**src/hdl/ascf_pkg.sv**
```systemverilog
// shared types and constants for the ascii can frame line parser
`timescale 1ns / 1ps

package ascf_pkg;

   localparam int LINE_CAPACITY = 64;
   localparam int MAX_PAYLOAD   = 8;
   localparam int ID_W          = 32;
   localparam int DLC_W         = 4;

   localparam logic [7:0] CH_NUL   = 8'h00;
   localparam logic [7:0] CH_TAB   = 8'h09;
   localparam logic [7:0] CH_LF    = 8'h0A;
   localparam logic [7:0] CH_VT    = 8'h0B;
   localparam logic [7:0] CH_FF    = 8'h0C;
   localparam logic [7:0] CH_CR    = 8'h0D;
   localparam logic [7:0] CH_SPACE = 8'h20;
   localparam logic [7:0] CH_PLUS  = 8'h2B;
   localparam logic [7:0] CH_MINUS = 8'h2D;
   localparam logic [7:0] CH_ZERO  = 8'h30;
   localparam logic [7:0] CH_EIGHT = 8'h38;
   localparam logic [7:0] CH_COLON = 8'h3A;
   localparam logic [7:0] CH_UP_A  = 8'h41;
   localparam logic [7:0] CH_UP_C  = 8'h43;
   localparam logic [7:0] CH_UP_N  = 8'h4E;
   localparam logic [7:0] CH_UP_X  = 8'h58;
   localparam logic [7:0] CH_LO_X  = 8'h78;

   typedef enum logic [3:0] {
      PH_PFX0      = 4'd0,
      PH_PFX1      = 4'd1,
      PH_PFX2      = 4'd2,
      PH_PFX3      = 4'd3,
      PH_ID_START  = 4'd4,
      PH_ID_SIGNED = 4'd5,
      PH_ID_ZERO   = 4'd6,
      PH_ID_XPFX   = 4'd7,
      PH_ID_DIGITS = 4'd8,
      PH_DLC       = 4'd9,
      PH_DLC_COLON = 4'd10,
      PH_DATA_HI   = 4'd11,
      PH_DATA_LO   = 4'd12,
      PH_DONE      = 4'd13,
      PH_DEAD      = 4'd14
   } phase_type;

   typedef struct packed {
      logic                             status;
      logic [ID_W-1:0]                  frame_id;
      logic [DLC_W-1:0]                 length_code;
      logic [MAX_PAYLOAD-1:0][7:0]      data;
   } rsp_type;

   typedef struct packed {
      logic    push;
      rsp_type rsp;
   } push_type;

endpackage

```
**src/hdl/ascf_parser_core.sv**
```systemverilog
// per-character line parser state and result generation
`timescale 1ns / 1ps

module ascf_parser_core #(
   parameter int LINE_CAPACITY = ascf_pkg::LINE_CAPACITY
) (
   input  logic               clock,
   input  logic               reset,
   input  logic               char_fire,
   input  logic [7:0]         char_in,
   output ascf_pkg::push_type push_out
);

   localparam int LEN_W = $clog2(LINE_CAPACITY);
   localparam logic [LEN_W-1:0] LEN_MAX = LEN_W'(LINE_CAPACITY - 1);
   localparam int CNT_W = $clog2(ascf_pkg::MAX_PAYLOAD + 1);
   localparam int IDX_W = $clog2(ascf_pkg::MAX_PAYLOAD);

   logic [LEN_W-1:0]                   len_ff, len_in;
   ascf_pkg::phase_type                phase_ff, phase_in;
   logic [ascf_pkg::ID_W-1:0]          acc_ff, acc_in;
   logic                               ovf_ff, ovf_in;
   logic                               neg_ff, neg_in;
   logic [ascf_pkg::DLC_W-1:0]         dlc_ff, dlc_in;
   logic [ascf_pkg::MAX_PAYLOAD-1:0][7:0] store_ff, store_in;
   logic [CNT_W-1:0]                   cnt_ff, cnt_in;
   logic [4:0]                         pend_ff, pend_in;

   logic       hex_ok;
   logic [3:0] nib;
   logic       do_add;
   logic       accepts;

   // hex digit decode
   always_comb begin
      hex_ok = 1'b1;
      nib    = 4'd0;
      if (char_in inside {[8'h30:8'h39]}) begin
         nib = 4'(char_in - 8'h30);
      end else if (char_in inside {[8'h41:8'h46]}) begin
         nib = 4'(char_in - 8'h37);
      end else if (char_in inside {[8'h61:8'h66]}) begin
         nib = 4'(char_in - 8'h57);
      end else begin
         hex_ok = 1'b0;
      end
   end

   assign accepts = (phase_ff == ascf_pkg::PH_DATA_HI) || (phase_ff == ascf_pkg::PH_DATA_LO) ||
                    (phase_ff == ascf_pkg::PH_DONE);

   always_comb begin
      len_in   = len_ff;
      phase_in = phase_ff;
      acc_in   = acc_ff;
      ovf_in   = ovf_ff;
      neg_in   = neg_ff;
      dlc_in   = dlc_ff;
      store_in = store_ff;
      cnt_in   = cnt_ff;
      pend_in  = pend_ff;
      do_add   = 1'b0;
      push_out = '0;

      if (char_fire) begin
         if ((char_in == ascf_pkg::CH_LF) || (char_in == ascf_pkg::CH_CR)) begin
            if (len_ff != '0) begin
               push_out.push = 1'b1;
               if (accepts) begin
                  push_out.rsp.status = 1'b0;
                  if (ovf_ff) begin
                     push_out.rsp.frame_id = '1;
                  end else if (neg_ff) begin
                     push_out.rsp.frame_id = '0 - acc_ff;
                  end else begin
                     push_out.rsp.frame_id = acc_ff;
                  end
                  push_out.rsp.length_code = dlc_ff;
                  push_out.rsp.data        = store_ff;
               end else begin
                  push_out.rsp.status = 1'b1;
               end
               len_in   = '0;
               phase_in = ascf_pkg::PH_PFX0;
               acc_in   = '0;
               ovf_in   = 1'b0;
               neg_in   = 1'b0;
               dlc_in   = '0;
               store_in = '0;
               cnt_in   = '0;
               pend_in  = '0;
            end
         end else if (len_ff != LEN_MAX) begin
            len_in = len_ff + 1'b1;
            if (char_in == ascf_pkg::CH_NUL) begin
               phase_in = accepts ? ascf_pkg::PH_DONE : ascf_pkg::PH_DEAD;
            end else begin
               case (phase_ff)
                  ascf_pkg::PH_PFX0: begin
                     phase_in = (char_in == ascf_pkg::CH_UP_C) ? ascf_pkg::PH_PFX1
                                                               : ascf_pkg::PH_DEAD;
                  end
                  ascf_pkg::PH_PFX1: begin
                     phase_in = (char_in == ascf_pkg::CH_UP_A) ? ascf_pkg::PH_PFX2
                                                               : ascf_pkg::PH_DEAD;
                  end
                  ascf_pkg::PH_PFX2: begin
                     phase_in = (char_in == ascf_pkg::CH_UP_N) ? ascf_pkg::PH_PFX3
                                                               : ascf_pkg::PH_DEAD;
                  end
                  ascf_pkg::PH_PFX3: begin
                     phase_in = (char_in == ascf_pkg::CH_COLON) ? ascf_pkg::PH_ID_START
                                                                : ascf_pkg::PH_DEAD;
                  end
                  ascf_pkg::PH_ID_START, ascf_pkg::PH_ID_SIGNED: begin
                     if ((phase_ff == ascf_pkg::PH_ID_START) &&
                         ((char_in == ascf_pkg::CH_SPACE) || (char_in == ascf_pkg::CH_TAB) ||
                          (char_in == ascf_pkg::CH_VT) || (char_in == ascf_pkg::CH_FF))) begin
                        phase_in = phase_ff;
                     end else if ((phase_ff == ascf_pkg::PH_ID_START) &&
                                  ((char_in == ascf_pkg::CH_PLUS) ||
                                   (char_in == ascf_pkg::CH_MINUS))) begin
                        neg_in   = (char_in == ascf_pkg::CH_MINUS);
                        phase_in = ascf_pkg::PH_ID_SIGNED;
                     end else if (char_in == ascf_pkg::CH_ZERO) begin
                        phase_in = ascf_pkg::PH_ID_ZERO;
                     end else if (hex_ok) begin
                        do_add   = 1'b1;
                        phase_in = ascf_pkg::PH_ID_DIGITS;
                     end else begin
                        phase_in = ascf_pkg::PH_DEAD;
                     end
                  end
                  ascf_pkg::PH_ID_ZERO: begin
                     if ((char_in == ascf_pkg::CH_LO_X) || (char_in == ascf_pkg::CH_UP_X)) begin
                        phase_in = ascf_pkg::PH_ID_XPFX;
                     end else if (hex_ok) begin
                        do_add   = 1'b1;
                        phase_in = ascf_pkg::PH_ID_DIGITS;
                     end else begin
                        phase_in = (char_in == ascf_pkg::CH_COLON) ? ascf_pkg::PH_DLC
                                                                   : ascf_pkg::PH_DEAD;
                     end
                  end
                  ascf_pkg::PH_ID_XPFX: begin
                     if (hex_ok) begin
                        do_add   = 1'b1;
                        phase_in = ascf_pkg::PH_ID_DIGITS;
                     end else begin
                        phase_in = ascf_pkg::PH_DEAD;
                     end
                  end
                  ascf_pkg::PH_ID_DIGITS: begin
                     if (hex_ok) begin
                        do_add = 1'b1;
                     end else begin
                        phase_in = (char_in == ascf_pkg::CH_COLON) ? ascf_pkg::PH_DLC
                                                                   : ascf_pkg::PH_DEAD;
                     end
                  end
                  ascf_pkg::PH_DLC: begin
                     if (char_in inside {[ascf_pkg::CH_ZERO:ascf_pkg::CH_EIGHT]}) begin
                        dlc_in   = 4'(char_in - ascf_pkg::CH_ZERO);
                        phase_in = ascf_pkg::PH_DLC_COLON;
                     end else begin
                        phase_in = ascf_pkg::PH_DEAD;
                     end
                  end
                  ascf_pkg::PH_DLC_COLON: begin
                     phase_in = (char_in == ascf_pkg::CH_COLON) ? ascf_pkg::PH_DATA_HI
                                                                : ascf_pkg::PH_DEAD;
                  end
                  ascf_pkg::PH_DATA_HI: begin
                     pend_in  = hex_ok ? {1'b0, nib} : 5'b10000;
                     phase_in = ascf_pkg::PH_DATA_LO;
                  end
                  ascf_pkg::PH_DATA_LO: begin
                     if (pend_ff[4] || !hex_ok) begin
                        phase_in = ascf_pkg::PH_DEAD;
                     end else begin
                        store_in[cnt_ff[IDX_W-1:0]] = {pend_ff[3:0], nib};
                        cnt_in  = cnt_ff + 1'b1;
                        pend_in = '0;
                        phase_in = (cnt_in >= CNT_W'(ascf_pkg::MAX_PAYLOAD))
                                   ? ascf_pkg::PH_DONE : ascf_pkg::PH_DATA_HI;
                     end
                  end
                  default: begin
                     phase_in = phase_ff;
                  end
               endcase
            end

            // saturating id accumulate
            if (do_add) begin
               if (acc_ff[ascf_pkg::ID_W-1 -: 4] != 4'd0) begin
                  ovf_in = 1'b1;
               end else begin
                  acc_in = {acc_ff[ascf_pkg::ID_W-5:0], nib};
               end
            end
         end
      end
   end

   always_ff @(posedge clock) begin
      if (reset) begin
         len_ff   <= '0;
         phase_ff <= ascf_pkg::PH_PFX0;
         acc_ff   <= '0;
         ovf_ff   <= 1'b0;
         neg_ff   <= 1'b0;
         dlc_ff   <= '0;
         store_ff <= '0;
         cnt_ff   <= '0;
         pend_ff  <= '0;
      end else begin
         len_ff   <= len_in;
         phase_ff <= phase_in;
         acc_ff   <= acc_in;
         ovf_ff   <= ovf_in;
         neg_ff   <= neg_in;
         dlc_ff   <= dlc_in;
         store_ff <= store_in;
         cnt_ff   <= cnt_in;
         pend_ff  <= pend_in;
      end
   end

endmodule

```
**src/hdl/ascf_rsp_skid.sv**
```systemverilog
// result output register with skid stage
`timescale 1ns / 1ps

module ascf_rsp_skid (
   input  logic               clock,
   input  logic               reset,
   input  ascf_pkg::push_type push_in,
   output logic               space_ok,
   output logic               rsp_valid,
   input  logic               rsp_ready,
   output ascf_pkg::rsp_type  rsp_data
);

   logic              out_valid_ff, out_valid_in;
   logic              skid_valid_ff, skid_valid_in;
   ascf_pkg::rsp_type out_ff, out_in;
   ascf_pkg::rsp_type skid_ff, skid_in;
   logic              pop;

   assign pop       = out_valid_ff && rsp_ready;
   assign space_ok  = !skid_valid_ff;
   assign rsp_valid = out_valid_ff;
   assign rsp_data  = out_ff;

   always_comb begin
      out_valid_in  = out_valid_ff;
      skid_valid_in = skid_valid_ff;
      out_in        = out_ff;
      skid_in       = skid_ff;
      if (pop && skid_valid_ff) begin
         out_in        = skid_ff;
         skid_valid_in = 1'b0;
      end else if (push_in.push) begin
         if (!out_valid_ff || pop) begin
            out_in       = push_in.rsp;
            out_valid_in = 1'b1;
         end else begin
            skid_in       = push_in.rsp;
            skid_valid_in = 1'b1;
         end
      end else if (pop) begin
         out_valid_in = 1'b0;
      end
   end

   always_ff @(posedge clock) begin
      if (reset) begin
         out_valid_ff  <= 1'b0;
         skid_valid_ff <= 1'b0;
      end else begin
         out_valid_ff  <= out_valid_in;
         skid_valid_ff <= skid_valid_in;
      end
   end

   always_ff @(posedge clock) begin
      out_ff  <= out_in;
      skid_ff <= skid_in;
   end

endmodule

```
**src/hdl/ascii_can_frame_line_parser.sv**
```systemverilog
// top level of the ascii can frame line parser
// a line end's result is registered into the output register, or into the skid stage
// throughput: one character per cycle while req_ready is high
// req_ready drops only while both the output register and the skid stage hold results
// reset: synchronous, clears the parser state to prefix match and empties the output stage
`timescale 1ns / 1ps

module ascii_can_frame_line_parser #(
   parameter int LINE_CAPACITY = ascf_pkg::LINE_CAPACITY
) (
   input  logic        clock,
   input  logic        reset,
   input  logic        req_valid,
   output logic        req_ready,
   input  logic [7:0]  req_char_in,
   output logic        rsp_valid,
   input  logic        rsp_ready,
   output logic        rsp_status,
   output logic [31:0] rsp_frame_id,
   output logic [3:0]  rsp_length_code,
   output logic [7:0]  rsp_data_byte_0,
   output logic [7:0]  rsp_data_byte_1,
   output logic [7:0]  rsp_data_byte_2,
   output logic [7:0]  rsp_data_byte_3,
   output logic [7:0]  rsp_data_byte_4,
   output logic [7:0]  rsp_data_byte_5,
   output logic [7:0]  rsp_data_byte_6,
   output logic [7:0]  rsp_data_byte_7
);

   ascf_pkg::push_type push_bus;
   ascf_pkg::rsp_type  rsp_bus;
   logic               space_ok;
   logic               char_fire;

   assign req_ready = space_ok;
   assign char_fire = req_valid && space_ok;

   ascf_parser_core #(
      .LINE_CAPACITY(LINE_CAPACITY)
   ) u_core (
      .clock    (clock),
      .reset    (reset),
      .char_fire(char_fire),
      .char_in  (req_char_in),
      .push_out (push_bus)
   );

   ascf_rsp_skid u_skid (
      .clock    (clock),
      .reset    (reset),
      .push_in  (push_bus),
      .space_ok (space_ok),
      .rsp_valid(rsp_valid),
      .rsp_ready(rsp_ready),
      .rsp_data (rsp_bus)
   );

   assign rsp_status      = rsp_bus.status;
   assign rsp_frame_id    = rsp_bus.frame_id;
   assign rsp_length_code = rsp_bus.length_code;
   assign rsp_data_byte_0 = rsp_bus.data[0];
   assign rsp_data_byte_1 = rsp_bus.data[1];
   assign rsp_data_byte_2 = rsp_bus.data[2];
   assign rsp_data_byte_3 = rsp_bus.data[3];
   assign rsp_data_byte_4 = rsp_bus.data[4];
   assign rsp_data_byte_5 = rsp_bus.data[5];
   assign rsp_data_byte_6 = rsp_bus.data[6];
   assign rsp_data_byte_7 = rsp_bus.data[7];

   // skid stage only fills behind a waiting result
   a_skid_behind_out: assert property (@(posedge clock) disable iff (reset)
      !req_ready |-> rsp_valid)
      else $error("skid stage full with empty output register");

   // a rejected line carries all-zero fields
   a_reject_zero: assert property (@(posedge clock) disable iff (reset)
      (rsp_valid && rsp_status) |-> ((rsp_frame_id == 32'd0) && (rsp_length_code == 4'd0) &&
                                     (rsp_data_byte_0 == 8'd0) && (rsp_data_byte_7 == 8'd0)))
      else $error("rejected line with nonzero fields");

   // length code is a single digit up to eight
   a_dlc_range: assert property (@(posedge clock) disable iff (reset)
      rsp_valid |-> (rsp_length_code <= 4'd8))
      else $error("length code out of range");

endmodule

```
**config.mk**
```make
export PLATFORM = sky130hd
export DESIGN_NAME = ascii_can_frame_line_parser
export DESIGN_NICKNAME = d
export VERILOG_FILES = /design/src/hdl/ascf_pkg.sv /design/src/hdl/ascf_parser_core.sv /design/src/hdl/ascf_rsp_skid.sv /design/src/hdl/ascii_can_frame_line_parser.sv
export SDC_FILE = /design/constraint.sdc
export NUM_CORES = 1
export LEC_CHECK = 0
export ABC_AREA = 1
export BUFFER_PORTS_ARGS = -buffer_cell sky130_fd_sc_hd__buf_2
export CORE_ASPECT_RATIO = 0.6
export CORE_MARGIN = 4
export CORE_UTILIZATION = 42
export DETAILED_ROUTE_END_ITERATION = 8
export PLACE_DENSITY = 0.67
export SLEW_MARGIN = 20
export SYNTH_ARGS = -nofsm -noshare
export SYNTH_HDL_FRONTEND = slang
export SYNTH_SLANG_ARGS = --single-unit
```
**constraint.sdc**
```tcl
create_clock -name clock -period 7.8 [get_ports clock]
set_input_delay 0.39 -clock clock [delete_from_list [all_inputs] [get_ports clock]]
set_output_delay 0.39 -clock clock [all_outputs]
set_load 0.01 [all_outputs]
```
* Word level (Yosys, flattened, before mapping)
Cells that the tools add are included.
Word-level totals: output and inout bits 103, register bits after elaboration 325
Operators by class: add/subtract/negate cells 6, bitwise operators 2, reductions and logical operators 55, muxes and demuxes 96, magnitude comparators 10, equality and inequality tests 38
Operators by type and width (count):
- 64-bit two-way mux | 6
- 102-bit two-way mux | 3
- 101-bit two-way mux | 3
- 32-bit two-way mux | 7
- 4-bit two-way mux | 28
- 100-bit two-way mux | 1
- 64-bit bitwise mux | 1
- 4-bit one-hot mux with 12 select lines | 1
- 8-bit by 4-bit == test with 1-bit output, second input constant | 5
- 8-bit by 6-bit == test with 1-bit output, second input constant | 5
- 8-bit by 7-bit == test with 1-bit output, second input constant | 5
- 1-bit by 32-bit subtractor with 32-bit output, first input constant | 1
- 5-bit two-way mux | 6
- 1-bit two-way mux | 27
- 8-bit demux with 3-bit select | 1
- 4-bit == test, second input constant | 6
- 6-bit AND reduction | 4
- 2-bit nonzero test | 11
- 6-bit two-way mux | 3
- 4-bit by 3-bit == test with 1-bit output, second input constant | 4
- 8-bit by 7-bit greater-or-equal comparator with 1-bit output, second input constant | 2
- 8-bit by 6-bit <= comparator with 1-bit output, second input constant | 2
- 8-bit by 7-bit <= comparator with 1-bit output, second input constant | 2
- 3-bit two-way mux | 5
- other kinds (35) | 68

* Longest topological paths before layout
depth after elaboration 17, gate-level depth with buffers 16, gate-level depth less buffers 15

* Cells and area by module
From an unflattened synthesis, not the netlist that was laid out.
Second synthesis, totals: cell total of the unflattened synthesis 1710, area, all modules 15239.6 sq um
Modules (own cells, without submodules):
- ascf_rsp_skid | area each 7932.6 sq um, cells each 545, seq. area each 6105.9 sq um, times used 1
- ascf_parser_core | area each 7299.5 sq um, cells each 1163, seq. area each 2422.3 sq um, times used 1
- ascii_can_frame_line_parser | area each 7.5 sq um, cells each 2, seq. area each 0.0 sq um, times used 1

* Worst setup path after synthesis
No wires, ideal clock.
path type input port to flip-flop, from input req_char_in[1], to register u_skid.skid_ff[0] (netlist bit), enable pin, path buffers 0, data required time 7.238 ns, arrival 5.547 ns, slack 1.690 ns, stages on the path 10, cells stage by stage inv_1 ha_1 nand2_2 nand2_2 nand2_4 clkinv_2 nand2_2 nor2_4 inv_2 nor2_1
Between the ends: longest elaborated chain between the ends 5
Ends and longest elaborated chain:
- start, declared | line ascii_can_frame_line_parser.sv:15 | input logic [7:0] req_char_in,
- 8-bit by 4-bit == test with 1-bit output | line ascf_parser_core.sv:66 | if ((char_in == ascf_pkg::CH_LF) || (char_in == ascf_pkg::CH_CR)) begin
- 1-bit logical OR (*) | line ascf_parser_core.sv:66
- 102-bit two-way mux (*) | line ascf_parser_core.sv:66
- 102-bit two-way mux (*) | line ascf_parser_core.sv:65 | if (char_fire) begin
- 3-bit AND reduction (no line) (*)
- end signal, assigned | line ascf_rsp_skid.sv:58 | skid_ff <= skid_in;
- end, declared | line ascf_rsp_skid.sv:17 | ascf_pkg::rsp_type skid_ff, skid_in;
Every way passes the cells marked *; elsewhere a longest branch is shown, timed or not. A chain may end at the register's enable or synchronous reset.

==> impl_metrics.py <==
metrics = {
    "synth": {
        "avgSynthCellArea_um2": 8.61,
        "synth_xor_area_share_pct": 0.473,
        "synth_area_leaders": "edfxtp_1, dfxtp_1, nand2_1",
        "synth_enable_flop_cells": 202,
        "netlist_area_um2": 14800,
        "synth_cells": 1719,
        "synth_top_area_share_pct": 41.0,
        "synth_flop_cell": "edfxtp_1",
        "synth_seq_area_share_pct": 57.6,
        "synth_compound_area_share_pct": 9.78,
        "synth_common_cells": "nand2_1, nor2_1, edfxtp_1",
        "yosysMostFrequentCell": "nand2_1",
        "syn_nets": 1740,
        "async_flop_share_pct": 0,
        "synthMuxAreaShare_pct": 0,
        "yosysWarnings": 0,
        "synthAdderAreaFrac_pct": 0.761,
        "yosys_register_bits": 325,
        "yosys.cell_types.count": 40,
        "synth_top_family_by_area": "simple AND/OR/NAND/NOR gates",
        "synth_area_leader_cell": "edfxtp_1",
        "synthSimpleGateAreaFrac_pct": 23.7,
    },
    "cts": {
        "cts_setup_buffers": 0,
        "worstSkewPairLatency_ns": 0.58,
        "cts.htree.levels": 1,
        "cts_tree": "yes",
        "numCtsBuffers": 31,
        "cts.clk_slew.worst_paths_ns": 0.06,
        "clockRootBuffer": "clkbuf_16",
        "post_cts_resized": 0,
        "cts_sinks": 325,
        "cts_hold_buf": 0,
        "clockBufferDepth": 3,
    },
    "placed_design": {
        "gp_congestion": 0.896,
        "dpl.cell_count": 2222,
        "port_buffers": 114,
        "dp_hpwl_um": 25400,
        "dp_slack_ns": 3.38,
    },
    "final_layout": {
        "fin_nets": 1818,
        "finalNonFillerCells": 2281,
        "n_antenna_cell": 0,
        "finish.utilization_pct": 48.8,
        "synthToLayoutAreaGrowth_pct": 12.7,
        "drive_gt1_share_pct": 11.4,
    },
    "routing": {
        "routed_via_density": 5.19,
        "ant_nets": 0,
        "route.met2.wl_um": 15400,
        "top_layer_used": "met4",
        "vias": 11800,
        "wl_met3_um": 2850,
        "first_iter_violations": 1334,
        "wl_met1_um": 19500,
        "wirelength_um": 38500,
        "drt_first_pass_iters": 5,
        "drt-wirelength-per-cell_um": 16.9,
        "route.detailed.drc": 0,
    },
    "pwr": {
        "seq_power_share_pct": 49.4,
        "switching_power_mw": 0.917,
        "vdd_drop_max_mv": 0.164,
        "switching_share_pct": 24.6,
        "power_frac_clock_pct": 41.4,
        "cellPowerDensity_nw_per_um2": 223,
        "power_frac_comb_pct": 9.2,
        "internal-power_mw": 2.80,
        "p_leak_nw": 6.08,
    },
    "global_routing": {
        "grt_antenna_before_repair": 1,
        "grt_pass1_vias": 11000,
        "grt_max_degree": 95,
        "grt_pass1_wl_um": 61000,
        "track_usage_pct": 19.3,
        "grt-ovfl-total": 0,
    },
    "worst_setup_path": {
        "cp.required_ns": 8.09,
        "max_stage_delay_ns": 0.75,
        "path_cells": "buf_2, inv_1, ha_1, nand2_2, nand2_2, nand2_4, clkinv_2, nand2_2, nor2_4, inv_2, nor2_8, inv_4, buf_4, o21ai_0",
        "cp_slowest_cell": "buf_4",
        "arrival_ns": 3.99,
        "start_kind": "input pin",
        "cp-end-kind": "register",
        "cpMostUsedCell": "nand2_2",
        "crit_fanout": 94,
        "critPathKind": "in2reg",
    },
    "timing": {
        "clock-skew-final_ns": 0.0118,
        "worst_pin_slew_ns": 1.11,
        "period_share_pct": 47.4,
        "fin_crit_ns": 3.70,
        "rsz0062_at_grt": "false",
        "fmax_mhz": 270,
        "setup_viol": 0,
        "timing.hold.ws_ns": 0.140,
        "finalHoldViolCount": 0,
        "tns_ns": 0,
        "slew_headroom_pct": 25.2,
        "setup_ws_ns": 4.10,
        "slew_violations": 0,
    },
    "die": {
        "die_h_um": 153,
        "die_w_um": 250,
        "initial_utilization_pct": 43.3,
        "num_rows": 52,
        "ios": 115,
        "coreArea_um2": 34200,
        "dieArea_um2": 38400,
    },
    "job": {
        "max_cap_viol_count": 0,
    },
    "hold_path": {
        "hold_path_class": "in2reg",
    },
    "run_status": {
        "status": "finished, final reports clean",
    },
}
## per-stage QoR
| stage | instance area (um^2) | total power, mW |
|---|---|---|
| 3_5_place_dp | 15600 | 2.20 |
| 6_report | 16700 | 3.72 |
| 4_1_cts | 16700 | 3.74 |
| 3_3_place_gp | 15600 | 2.21 |
| 5_1_grt | 16700 | 3.87 |
| 2_1_floorplan | 14800 | 2.12 |
## final cells by class
type | count | area, um^2
well taps | 459 | 574
inverters | 196 | 741
flip-flops and latches | 325 | 8530
repair buffers | 123 | 651
clock buffers | 37 | 818
fillers | 3314 | 17500
multi-input cells | 1120 | 5160
clock inverters | 21 | 214
## worst max-delay path: cells and delay by family
| kind | cells | cell delay [ns] |
|---|---|---|
| buf+inv | 6 | 2.23 |
| compound gates | 1 | 0.20 |
| simple gates | 6 | 0.83 |
| fa+ha+maj | 1 | 0.26 |
## flip-flops by register name (all words and copies together), names as in the netlist, 5 cells and up
| register | count |
|---|---|
| u_core.acc_ff | 32 |
| u_core.len_ff | 6 |
| u_core.pend_ff | 5 |
| u_core.store_ff | 64 |
| u_skid.rsp_data | 101 |
| u_skid.skid_ff | 101 |
## per-layer routing
metal | vias to the layer above | track usage, %
met4 | 0 | 3.99
li1 | 5818 | -
met2 | 407 | 26.9
met5 | - | 0
met3 | 48 | 3.94
met1 | 5554 | 30.9
## power by group through the flow
stage / clock, mW / sequential (mW) / combinational (mW)
floorplan: 0 / 1.87 / 0.251
global placement: 0 / 1.87 / 0.336
detailed placement: 0 / 1.87 / 0.331
CTS: 1.57 / 1.84 / 0.334
global route: 1.65 / 1.84 / 0.386
finish: 1.54 / 1.84 / 0.343
## cells by family after synthesis
logic type,after synthesis
and+or+nand+nor,826
DFF,325
AOI/OAI and AO/OA,277
buffers and inverters,274
adders and majority gates,9
xor gates and xnor gates,8
## final timing paths
kind / from / end / slack [ns] / depth (start not counted)
max: req_char_in[0] / u_skid.rsp_data[55] / 4.10 / 14
max reg2reg: u_core.phase_ff[0] / u_core.store_ff[33] / 4.23 / 9
min reg2reg: u_core.store_ff[4] / u_core.store_ff[4] / 0.46 / 2
min: req_char_in[1] / u_core.dlc_ff[1] / 0.14 / 3
## layout by cell type (no fill, tap or decap), types with 8 or more instances in the layout
| cell type | Yosys | routed |
|---|---|---|
| a21oi_1 | 123 | 123 |
| buf_2 | 12 | 114 |
| buf_4 | 6 | 8 |
| clkbuf_16 | 0 | 31 |
| clkinv_1 | 1 | 12 |
| dfxtp_1 | 123 | 123 |
| edfxtp_1 | 202 | 202 |
| ha_1 | 9 | 9 |
| inv_1 | 185 | 184 |
| inv_2 | 8 | 8 |
| nand2_1 | 350 | 350 |
| nand2_2 | 9 | 9 |
| nand3_1 | 86 | 86 |
| nand4_1 | 42 | 42 |
| nor2_1 | 281 | 280 |
| nor3_1 | 37 | 36 |
| o211ai_1 | 14 | 14 |
| o21ai_0 | 132 | 132 |
| xor2_1 | 8 | 8 |
Note: power is estimated with default switching activity, not from simulation.
